<file path="src/rtl/core/sbec_pkg.sv">
package sbec_pkg;

  // Spectrum geometry and sum width
  localparam int NUM_BINS = 64;
  localparam int SUM_W    = 48;
  localparam int MAG_W    = 16;
  localparam int SQR_W    = 2 * MAG_W;
  localparam int BIAS_W   = 8;
  localparam int PROD_W   = SUM_W + BIAS_W;

  localparam logic [SUM_W-1:0] SUM_MAX = {SUM_W{1'b1}};

  // Configuration port
  localparam int CFG_IDX_W  = 3;
  localparam int CFG_DATA_W = 32;

  localparam logic [CFG_IDX_W-1:0] REG_WINDOW_MS   = 3'd0;
  localparam logic [CFG_IDX_W-1:0] REG_TREMOR_THR  = 3'd1;
  localparam logic [CFG_IDX_W-1:0] REG_DYSK_THR    = 3'd2;
  localparam logic [CFG_IDX_W-1:0] REG_BIAS        = 3'd3;
  localparam logic [CFG_IDX_W-1:0] REG_TREMOR_LO   = 3'd4;
  localparam logic [CFG_IDX_W-1:0] REG_TREMOR_HI   = 3'd5;
  localparam logic [CFG_IDX_W-1:0] REG_DYSK_LO     = 3'd6;
  localparam logic [CFG_IDX_W-1:0] REG_DYSK_HI     = 3'd7;

  // Register defaults
  localparam logic [15:0] RST_WINDOW_MS  = 16'd2000;
  localparam logic [31:0] RST_TREMOR_THR = 32'd80000;
  localparam logic [31:0] RST_DYSK_THR   = 32'd70000;
  localparam logic [7:0]  RST_BIAS       = 8'd32;
  localparam logic [5:0]  RST_TREMOR_LO  = 6'd3;
  localparam logic [6:0]  RST_TREMOR_HI  = 7'd5;
  localparam logic [5:0]  RST_DYSK_LO    = 6'd5;
  localparam logic [6:0]  RST_DYSK_HI    = 7'd7;

  // Input item kinds
  localparam logic FUNC_BIN  = 1'b0;
  localparam logic FUNC_TICK = 1'b1;

  // Result classes
  localparam logic [1:0] CLASS_NORMAL = 2'd0;
  localparam logic [1:0] CLASS_TREMOR = 2'd1;
  localparam logic [1:0] CLASS_DYSK   = 2'd2;

  typedef struct packed {
    logic load;     // capture the accepted transaction
    logic exec;     // accumulate or count a tick
    logic compare;  // register threshold flags and ratio product
    logic emit;     // load the result register and clear the window
  } sbec_cmd_t;

  typedef struct packed {
    logic close_hit;  // item in work closes the window
    logic out_free;   // result register can take a new transaction
  } sbec_status_t;

endpackage

</file>
<file path="src/rtl/core/spectral_band_energy_classifier_top.sv">
// Channel   Direction  Handshake            Payload
// in_       input      in_valid/in_ready    func, bin_index, magnitude, last_bin
// out_      output     out_valid/out_ready  motion_class, three 48-bit energies
// cfg_      input      cfg_wr_en            cfg_index, cfg_wdata (32 bits)
//
// A bin or tick transaction is captured with the square, then the shared datapath
// does the saturating accumulate or tick count.
// A window-closing bin is captured, then goes through accumulate, compare with the ratio product,
// then load of the result register, which waits while that register is still full.
// rst_n is synchronous: it clears the sums, the window and the result valid flag
// and restores the register defaults.
// Input is taken while an earlier result waits; only a closing bin stalls on out_ready.
module spectral_band_energy_classifier_top (
  input  logic                            clk,
  input  logic                            rst_n,
  input  logic                            cfg_wr_en,
  input  logic [sbec_pkg::CFG_IDX_W-1:0]  cfg_index,
  input  logic [sbec_pkg::CFG_DATA_W-1:0] cfg_wdata,
  input  logic                            in_valid,
  output logic                            in_ready,
  input  logic                            in_func,
  input  logic [5:0]                      in_bin_index,
  input  logic [sbec_pkg::MAG_W-1:0]      in_magnitude,
  input  logic                            in_last_bin,
  output logic                            out_valid,
  input  logic                            out_ready,
  output logic [1:0]                      out_motion_class,
  output logic [sbec_pkg::SUM_W-1:0]      out_tremor_energy,
  output logic [sbec_pkg::SUM_W-1:0]      out_dysk_energy,
  output logic [sbec_pkg::SUM_W-1:0]      out_total_energy
);
  import sbec_pkg::*;

  sbec_cmd_t    cmd;
  sbec_status_t status;

  sbec_ctrl u_ctrl (
    .clk      (clk),
    .rst_n    (rst_n),
    .in_valid (in_valid),
    .in_ready (in_ready),
    .status   (status),
    .cmd      (cmd)
  );

  sbec_datapath u_datapath (
    .clk               (clk),
    .rst_n             (rst_n),
    .cfg_wr_en         (cfg_wr_en),
    .cfg_index         (cfg_index),
    .cfg_wdata         (cfg_wdata),
    .in_func           (in_func),
    .in_bin_index      (in_bin_index),
    .in_magnitude      (in_magnitude),
    .in_last_bin       (in_last_bin),
    .out_valid         (out_valid),
    .out_ready         (out_ready),
    .out_motion_class  (out_motion_class),
    .out_tremor_energy (out_tremor_energy),
    .out_dysk_energy   (out_dysk_energy),
    .out_total_energy  (out_total_energy),
    .cmd               (cmd),
    .status            (status)
  );

endmodule

</file>
<file path="src/rtl/core/sbec_ctrl.sv">
module sbec_ctrl (
  input  logic                  clk,
  input  logic                  rst_n,
  input  logic                  in_valid,
  output logic                  in_ready,
  input  sbec_pkg::sbec_status_t status,
  output sbec_pkg::sbec_cmd_t    cmd
);
  import sbec_pkg::*;

  typedef enum logic [1:0] {
    S_IDLE,
    S_EXEC,
    S_CMP,
    S_EMIT
  } state_t;

  state_t state_r;
  state_t state_nxt;

  always_comb begin
    state_nxt = state_r;
    case (state_r)
      S_IDLE: begin
        if (in_valid) state_nxt = S_EXEC;
      end
      S_EXEC: begin
        state_nxt = status.close_hit ? S_CMP : S_IDLE;
      end
      S_CMP: begin
        state_nxt = S_EMIT;
      end
      S_EMIT: begin
        // hold until the result register drains
        if (status.out_free) state_nxt = S_IDLE;
      end
      default: begin
        state_nxt = S_IDLE;
      end
    endcase
  end

  always_ff @(posedge clk) begin
    if (!rst_n) begin
      state_r <= S_IDLE;
    end else begin
      state_r <= state_nxt;
    end
  end

  assign in_ready    = (state_r == S_IDLE);
  assign cmd.load    = (state_r == S_IDLE) && in_valid;
  assign cmd.exec    = (state_r == S_EXEC);
  assign cmd.compare = (state_r == S_CMP);
  assign cmd.emit    = (state_r == S_EMIT) && status.out_free;

endmodule

</file>
<file path="src/rtl/core/sbec_datapath.sv">
module sbec_datapath (
  input  logic                                   clk,
  input  logic                                   rst_n,
  input  logic                                   cfg_wr_en,
  input  logic [sbec_pkg::CFG_IDX_W-1:0]         cfg_index,
  input  logic [sbec_pkg::CFG_DATA_W-1:0]        cfg_wdata,
  input  logic                                   in_func,
  input  logic [5:0]                             in_bin_index,
  input  logic [sbec_pkg::MAG_W-1:0]             in_magnitude,
  input  logic                                   in_last_bin,
  output logic                                   out_valid,
  input  logic                                   out_ready,
  output logic [1:0]                             out_motion_class,
  output logic [sbec_pkg::SUM_W-1:0]             out_tremor_energy,
  output logic [sbec_pkg::SUM_W-1:0]             out_dysk_energy,
  output logic [sbec_pkg::SUM_W-1:0]             out_total_energy,
  input  sbec_pkg::sbec_cmd_t                    cmd,
  output sbec_pkg::sbec_status_t                 status
);
  import sbec_pkg::*;

  // Configuration registers
  logic [15:0]       window_r;
  logic [31:0]       tremor_thr_r;
  logic [31:0]       dysk_thr_r;
  logic [BIAS_W-1:0] bias_r;
  logic [5:0]        tremor_lo_r;
  logic [6:0]        tremor_hi_r;
  logic [5:0]        dysk_lo_r;
  logic [6:0]        dysk_hi_r;

  // Item in work
  logic              func_r;
  logic [5:0]        bin_r;
  logic              last_r;
  logic [SQR_W-1:0]  energy_r;

  // Window state
  logic [SUM_W-1:0]  tremor_sum_r;
  logic [SUM_W-1:0]  dysk_sum_r;
  logic [SUM_W-1:0]  total_sum_r;
  logic [15:0]       elapsed_r;
  logic              accum_r;

  // Decision stage
  logic              t_hit_r;
  logic              d_hit_r;
  logic [PROD_W-1:0] prod_r;

  // Result register
  logic              out_valid_r;
  logic [1:0]        class_r;
  logic [SUM_W-1:0]  out_tremor_r;
  logic [SUM_W-1:0]  out_dysk_r;
  logic [SUM_W-1:0]  out_total_r;

  logic              is_bin;
  logic              bin_ok;
  logic              in_tremor;
  logic              in_dysk;
  logic [15:0]       elapsed_eff;
  logic [SUM_W:0]    total_add;
  logic [SUM_W:0]    tremor_add;
  logic [SUM_W:0]    dysk_add;
  logic [SUM_W-1:0]  total_sat;
  logic [SUM_W-1:0]  tremor_sat;
  logic [SUM_W-1:0]  dysk_sat;
  logic [1:0]        class_nxt;

  assign is_bin      = (func_r == FUNC_BIN);
  assign bin_ok      = (bin_r != 6'd0) && (int'(bin_r) < NUM_BINS);
  assign in_tremor   = ({1'b0, bin_r} >= {1'b0, tremor_lo_r}) && ({1'b0, bin_r} < tremor_hi_r);
  assign in_dysk     = ({1'b0, bin_r} >= {1'b0, dysk_lo_r}) && ({1'b0, bin_r} < dysk_hi_r);
  // a bin that opens a window sees zero elapsed time
  assign elapsed_eff = accum_r ? elapsed_r : 16'd0;

  assign total_add  = {1'b0, total_sum_r} + {{(SUM_W + 1 - SQR_W){1'b0}}, energy_r};
  assign tremor_add = {1'b0, tremor_sum_r} + {{(SUM_W + 1 - SQR_W){1'b0}}, energy_r};
  assign dysk_add   = {1'b0, dysk_sum_r} + {{(SUM_W + 1 - SQR_W){1'b0}}, energy_r};
  assign total_sat  = total_add[SUM_W] ? SUM_MAX : total_add[SUM_W-1:0];
  assign tremor_sat = tremor_add[SUM_W] ? SUM_MAX : tremor_add[SUM_W-1:0];
  assign dysk_sat   = dysk_add[SUM_W] ? SUM_MAX : dysk_add[SUM_W-1:0];

  assign status.close_hit = is_bin && last_r && (elapsed_eff >= window_r);
  assign status.out_free  = !out_valid_r || out_ready;

  always_comb begin
    if (!t_hit_r && !d_hit_r) begin
      class_nxt = CLASS_NORMAL;
    end else if (t_hit_r && !d_hit_r) begin
      class_nxt = CLASS_TREMOR;
    end else if (!t_hit_r && d_hit_r) begin
      class_nxt = CLASS_DYSK;
    end else if ({{BIAS_W - 4{1'b0}}, tremor_sum_r, 4'b0000} < prod_r) begin
      class_nxt = CLASS_DYSK;
    end else begin
      class_nxt = CLASS_TREMOR;
    end
  end

  always_ff @(posedge clk) begin
    if (!rst_n) begin
      window_r     <= RST_WINDOW_MS;
      tremor_thr_r <= RST_TREMOR_THR;
      dysk_thr_r   <= RST_DYSK_THR;
      bias_r       <= RST_BIAS;
      tremor_lo_r  <= RST_TREMOR_LO;
      tremor_hi_r  <= RST_TREMOR_HI;
      dysk_lo_r    <= RST_DYSK_LO;
      dysk_hi_r    <= RST_DYSK_HI;
    end else if (cfg_wr_en) begin
      case (cfg_index)
        REG_WINDOW_MS:  window_r     <= cfg_wdata[15:0];
        REG_TREMOR_THR: tremor_thr_r <= cfg_wdata;
        REG_DYSK_THR:   dysk_thr_r   <= cfg_wdata;
        REG_BIAS:       bias_r       <= cfg_wdata[BIAS_W-1:0];
        REG_TREMOR_LO:  tremor_lo_r  <= cfg_wdata[5:0];
        REG_TREMOR_HI:  tremor_hi_r  <= cfg_wdata[6:0];
        REG_DYSK_LO:    dysk_lo_r    <= cfg_wdata[5:0];
        REG_DYSK_HI:    dysk_hi_r    <= cfg_wdata[6:0];
        default: begin
        end
      endcase
    end
  end

  always_ff @(posedge clk) begin
    if (cmd.load) begin
      func_r   <= in_func;
      bin_r    <= in_bin_index;
      last_r   <= in_last_bin;
      energy_r <= SQR_W'(in_magnitude) * SQR_W'(in_magnitude);
    end
    if (cmd.compare) begin
      t_hit_r <= tremor_sum_r > {{(SUM_W - 32){1'b0}}, tremor_thr_r};
      d_hit_r <= dysk_sum_r > {{(SUM_W - 32){1'b0}}, dysk_thr_r};
      prod_r  <= PROD_W'(dysk_sum_r) * PROD_W'(bias_r);
    end
    if (cmd.emit) begin
      class_r      <= class_nxt;
      out_tremor_r <= tremor_sum_r;
      out_dysk_r   <= dysk_sum_r;
      out_total_r  <= total_sum_r;
    end
  end

  always_ff @(posedge clk) begin
    if (!rst_n) begin
      tremor_sum_r <= '0;
      dysk_sum_r   <= '0;
      total_sum_r  <= '0;
      elapsed_r    <= '0;
      accum_r      <= 1'b0;
      out_valid_r  <= 1'b0;
    end else begin
      if (cmd.exec) begin
        if (is_bin) begin
          if (!accum_r) begin
            accum_r   <= 1'b1;
            elapsed_r <= '0;
          end
          if (bin_ok) begin
            total_sum_r <= total_sat;
            // tremor band takes the overlap
            if (in_tremor) begin
              tremor_sum_r <= tremor_sat;
            end else if (in_dysk) begin
              dysk_sum_r <= dysk_sat;
            end
          end
        end else if (accum_r && (elapsed_r != 16'hFFFF)) begin
          elapsed_r <= elapsed_r + 16'd1;
        end
      end
      if (cmd.emit) begin
        tremor_sum_r <= '0;
        dysk_sum_r   <= '0;
        total_sum_r  <= '0;
        elapsed_r    <= '0;
        accum_r      <= 1'b0;
        out_valid_r  <= 1'b1;
      end else if (out_ready) begin
        out_valid_r <= 1'b0;
      end
    end
  end

  assign out_valid         = out_valid_r;
  assign out_motion_class  = class_r;
  assign out_tremor_energy = out_tremor_r;
  assign out_dysk_energy   = out_dysk_r;
  assign out_total_energy  = out_total_r;

endmodule

</file>
<file path="config.mk">
export PLATFORM = sky130hd
export DESIGN_NAME = spectral_band_energy_classifier_top
export DESIGN_NICKNAME = d
export VERILOG_FILES = /design/src/rtl/core/sbec_pkg.sv /design/src/rtl/core/spectral_band_energy_classifier_top.sv /design/src/rtl/core/sbec_ctrl.sv /design/src/rtl/core/sbec_datapath.sv
export SDC_FILE = /design/constraint.sdc
export NUM_CORES = 2
export LEC_CHECK = 0
export ABC_AREA = 0
export BUFFER_PORTS_ARGS = -buffer_cell sky130_fd_sc_hd__buf_2
export CAP_MARGIN = 20
export CORE_MARGIN = 1
export CORE_UTILIZATION = 64
export CTS_CLUSTER_SIZE = 16
export DETAILED_ROUTE_END_ITERATION = 10
export GPL_TIMING_DRIVEN = 0
export PLACE_DENSITY = 0.87
export SLEW_MARGIN = 20
export SYNTH_ARGS = -nofsm -noshare
export SYNTH_HDL_FRONTEND = slang
export SYNTH_SLANG_ARGS = --single-unit
</file>
<file path="constraint.sdc">
create_clock -name clk -period 12.1 [get_ports clk]
set_input_delay 1.815 -clock clk [delete_from_list [all_inputs] [get_ports clk]]
set_output_delay 1.815 -clock clk [all_outputs]
set_load 0.01 [all_outputs]
</file>
# [Word-level counts from Yosys, hierarchy flattened]
# Index checks and enable logic that the tools add are counted.
[word_totals] register_bits=522 word_cells=107 out_inout_bits=148 inputBits=64
[classes] n_bitwise=3 n_reduce_logical=34 n_mul=2 addsub=4 n_lt_le_gt_ge=8 n_mux=15 n_eq_ne=14
[op_table] operator="$add A48 B32 Y49" count=3
[op_table] operator="$mux W48" count=3
[op_table] operator="$gt A48 B32 Y1" count=2
[op_table] operator="$lt A52 B56 Y1" count=1
[op_table] operator="$mul A48 B8 Y56" count=1
[op_table] operator="$mux W16" count=3
[op_table] operator="$mul A16 B16 Y32" count=1
[op_table] operator="$reduce_and A2 Y1" count=11
[op_table] operator="$add A16 B1 Y16 const B" count=1
[op_table] operator="$ge A16 B16 Y1" count=1
[op_table] operator="$ne A16 B16 Y1 const B" count=1
[op_table] operator="$lt A6 B7 Y1" count=2
[op_table] operator="$eq A3 B3 Y1 const B" count=4
[op_table] operator="$ge A6 B6 Y1" count=2
[op_table] operator="$logic_and A1 B1 Y1" count=10
[op_table] operator="$mux W2" count=5
[op_table] operator="$pmux W2 S4" count=1
[op_table] operator="$eq A3 B2 Y1 const B" count=2
[op_table] operator="$reduce_bool A6 Y1" count=1
[op_table] operator="$reduce_and A5 Y1" count=1
[op_table] operator="$eq A2 B2 Y1 const B" count=2
[op_table] operator="$ne A2 B2 Y1 const B" count=2
[op_table] operator="$reduce_and A4 Y1" count=1
[op_table] operator="$reduce_or A2 Y1" count=2
[op_table] operator="11 further kinds" count=17

# [Depth between registers and ports, before layout]
[logic_depth] depth_word=5 mapped_depth=27 ltp_nobuf=25

# [Cells and area by module]
# Synthesis repeated with hierarchy kept, for this count alone.
[unflattened] hier_cells=5060 area_unflattened_um2=46473.3
[modules_own_cells] mod="sbec_datapath" cells_each=5048 n_inst=1 seq_area_each_um2=12822.3 area_each_um2=46359.5
[modules_own_cells] mod="sbec_ctrl" cells_each=12 n_inst=1 seq_area_each_um2=40.0 area_each_um2=113.9

# [Worst setup path after synthesis]
# No wires, ideal clock.
[synth_timing] kind="in2reg" start="in out_ready" end="reg u_datapath.dysk_sum_r[44]" cell_stages=6 arrival_ns=9.478 required_time_ns=11.968 setup_time_ns=0.132 slack_ns=2.490 path_buffers=2 cell_sequence="nand2b_1 -> nor2b_1 -> nand2b_1 -> clkbuf_1 -> clkbuf_1 -> nor3_1"
[synth_lines] item="start, declared" line_no="spectral_band_energy_classifier_top.sv:26" source="input logic out_ready,"
[synth_lines] item="end signal, assigned" line_no="sbec_datapath.sv:168" source="dysk_sum_r <= dysk_sat;"
[synth_lines] item="end, declared" line_no="sbec_datapath.sv:40" source="logic [SUM_W-1:0] dysk_sum_r;"

# [Worst setup path after layout]
[layout_timing] start="in in_magnitude[4] (netlist bit)" end="reg u_datapath.energy_r[30], data pin"
[layout_between] elab_chain_cells=1
[layout_lines] item="start, declared" line_no="spectral_band_energy_classifier_top.sv:23" source="input logic [sbec_pkg::MAG_W-1:0] in_magnitude,"
[layout_lines] item="$mul A16 B16 Y32" line_no="sbec_datapath.sv:132" source="energy_r <= SQR_W'(in_magnitude) * SQR_W'(in_magnitude);"
[layout_lines] item="end signal, assigned" line_no="sbec_datapath.sv:132"
[layout_lines] item="end, declared" line_no="sbec_datapath.sv:36" source="logic [SQR_W-1:0] energy_r;"
# Every way passes these cells.
# A chain may end at the register's enable or synchronous reset.

==> out/metrics.yaml <==
run_status:
  run_status: "completed"
clock_tree:
  postCtsHoldBufs: 0
  cts_inserted_buffers: 53
  cts_tree: "done"
  clkLatencyLatePin_ns: 0.66
  clk_pin_slew_ns: 0.06
  post_cts_buffers: 0
  ctsResizeCount: 0
  cts.htree.levels: 2
  clock_sinks: 521
  root_buffer: "clkbuf_16"
  clock_path_buffers: 3
logic_synthesis:
  netlist_area_um2: 45700
  synth-edff-count: 243
  ys_ff_latch: 521
  synth_seq_area_share_pct: 28.1
  ys.flop_type: "dfxtp_1"
  synthArstFlopShare_pct: 0
  synth_cell_types: 77
  yosysWarningCount: 0
  synthesis.nets: 5887
  synth_cells: 4960
  avgSynthCellArea_um2: 9.22
pwr:
  power.leakage_nw: 22.9
  comb_power_share_pct: 47.8
  clock_power_share_pct: 22.9
  ir_drop_uv: 256
  seqPwrFrac_pct: 29.3
  internal_power_mw: 4.55
  p_sw_share_pct: 41.3
  p_switching_mw: 3.20
  powerDensity_nw_per_um2: 155
  fin_total_pwr_mw: 7.75
grt:
  grt_overflow: 0
  grt_pass1_vias: 37900
  grt_first_pass_wirelength_um: 208000
  antenna_found_initial: 9
  grt_usage_pct: 36.9
  grt_max_degree: 37
sta:
  max_freq_mhz: 115
  layout_min_cycle_time_ns: 8.69
  worst_pin_slew_ns: 1.11
  drv_slew: 0
  fin_crit_sh_pct: 71.8
  grt_setup_unrepaired: "false"
  fin_skew_ns: 0.0620
  max_slew_margin_pct: 25.8
  hold_viol_final: 0
  timing.hold.ws_ns: 0.465
  setup_viol: 0
die:
  start_util_pct: 65.0
  core_um2: 70400
  rows: 97
  die_h_um: 269
  die_w_um: 269
  pin_count: 212
  die_area_um2: 72500
finish:
  final_cell_count_no_fill: 6214
  fin_util_pct: 71.1
  mostFrequentLayoutCell: "inv_1"
  layout-drive-gt1-share_pct: 6.70
  fin_nets: 6151
  final_cell_mix: "inv_1 (737), nand2_1 (567), fa_1 (440)"
  syn_to_final_growth_pct: 9.38
flow_run:
  cap_violations: 0
placed_design:
  dp.final_hpwl_um: 105000
  io_buffers: 200
  gp_congestion: 1.02
  placed_cells: 6109
routing:
  vias: 37876
  drtPass1Iterations: 8
  drtIter0Drc: 3931
  wl_per_cell_um: 21.4
  routed_wl_um: 133000
  routed_via_density: 6.10
  postRouteAntennaNets: 0
  drc_errors: 0
worst_setup_path:
  path_class: "primary input to register"
  worst_ep_required_time_ns: 12.48
  cp_max_fo: 10
  crit_arrival_ns: 9.07
  worstSetupEndpointType: "register"
  worst_setup_path_start_kind: "primary input"
min_path:
  holdCritPathClass: "register to register"
==> synthesized netlist by cell type (42+ instances only) <==
library cell,number,share of area (%)
inv_1,737,6.0
a21o_1,121,2.0
a21oi_1,308,3.4
edfxtp_1,243,16
nand4_1,60,0.82
o21ai_0,217,2.4
ha_1,423,12
dfxtp_1,278,12
clkbuf_1,182,1.5
nand3_1,77,0.84
nor2b_1,45,0.62
nand2_1,567,4.7
a31oi_1,55,0.75
a21boi_0,95,1.6
xnor2_1,101,1.9
nor2_1,162,1.3
o21a_1,45,0.74
xor2_1,85,1.6
fa_1,440,19
and3_1,42,0.57
and2_1,309,4.2
==> logic make-up (layout without fill, tap and decap cells) <==
group	count (synthesis)	count (layout)	share of synthesized area [%]
AO/OA/AOI/OAI	1034	1034	14.3
XOR/XNOR	186	186	3.56
adder cells (fa/ha/maj)	863	863	30.8
buffers and inverters	932	1241	7.69
flip-flops	521	521	28.1
multiplexers	11	11	0.246
other	0	5	0
AND/OR/NAND/NOR	1413	1413	15.2
==> routing by layer <==
layer / up-vias / share of wire [%] / GRT usage, %
li1: 17071 / - / -
met1: 18314 / 39 / 48.7
met2: 1991 / 44 / 57.2
met3: 498 / 9.9 / 6.93
met4: 2 / 6.6 / 21.2
met5: - / 0.0098 / 0
==> registers in the layout, summed over array words and instances (netlist names), 31 cells and up <==
name                          count
u_datapath.tremor_sum_r          48
u_datapath.dysk_thr_r            32
u_datapath.tremor_thr_r          32
u_datapath.out_total_energy      48
u_datapath.energy_r              31
u_datapath.out_dysk_energy       48
u_datapath.total_sum_r           48
u_datapath.dysk_sum_r            48
u_datapath.out_tremor_energy     48
u_datapath.prod_r                56
==> final cells by class <==
| type | instances | area [µm²] |
|---|---|---|
| multi-input cells | 3507 | 29400 |
| fillers | 5318 | 20400 |
| clock inverters | 39 | 488 |
| well taps | 940 | 1180 |
| clock buffers | 61 | 1400 |
| flip-flops and latches | 521 | 12900 |
| inverters | 737 | 2770 |
| plain buffers | 195 | 754 |
| diodes | 5 | 12.5 |
| repair buffers | 209 | 1200 |
==> worst max-delay path, cell delays in order <==
cell       delay [ns]
buf_2            0.14
clkbuf_1         0.44
clkbuf_1         0.56
nand2_1          0.17
fa_1             0.57
fa_1             0.55
inv_1            0.05
fa_1             0.51
fa_1             0.44
fa_1             0.55
inv_1            0.06
fa_1             0.53
inv_1            0.04
ha_1             0.27
clkbuf_1         0.26
a21oi_1          0.14
nand2_1          0.09
nor2_1           0.04
a2111oi_0        0.76
a21oi_1          0.31
nand3_1          0.21
a31o_2           0.16
a21oi_1          0.08
o21ai_0          0.21
xor2_1           0.10
==> final timing paths <==
check,startpoint,endpoint,slack (ns),cells past startpoint
min,u_datapath.dysk_sum_r[36]$_SDFFE_PP0P_,u_datapath.out_dysk_energy[36]$_DFFE_PP_,0.46,0
max,in_magnitude[4],u_datapath.energy_r[30]$_DFFE_PP_,3.41,25
min reg2reg,u_datapath.dysk_sum_r[36]$_SDFFE_PP0P_,u_datapath.out_dysk_energy[36]$_DFFE_PP_,0.46,0
max reg2reg,u_datapath.bias_r[3]$_SDFFE_PN0P_,u_datapath.prod_r[50]$_DFFE_PP_,5.05,19
==> power by group through the flow <==
| stage | clock, mW | combinational (mW) | sequential, mW |
|---|---|---|---|
| floorplan | 0 | 2.75 | 2.13 |
| global placement | 0 | 3.46 | 2.29 |
| detailed placement | 0 | 3.58 | 2.29 |
| CTS | 1.78 | 3.64 | 2.25 |
| global route | 1.86 | 4.10 | 2.26 |
| finish | 1.78 | 3.71 | 2.27 |
==> metrics by stage <==
step                cell area, µm²  TNS, ns  setup slack, ns
finish                       50000        0             3.41
global route                 50000        0             3.05
CTS                          50000        0             3.57
detailed placement           48100        0             2.93
global placement             47900  -173.93            -1.58
floorplan                    45700        0             2.49
No activity file was read; power rests on OpenSTA's default activity.
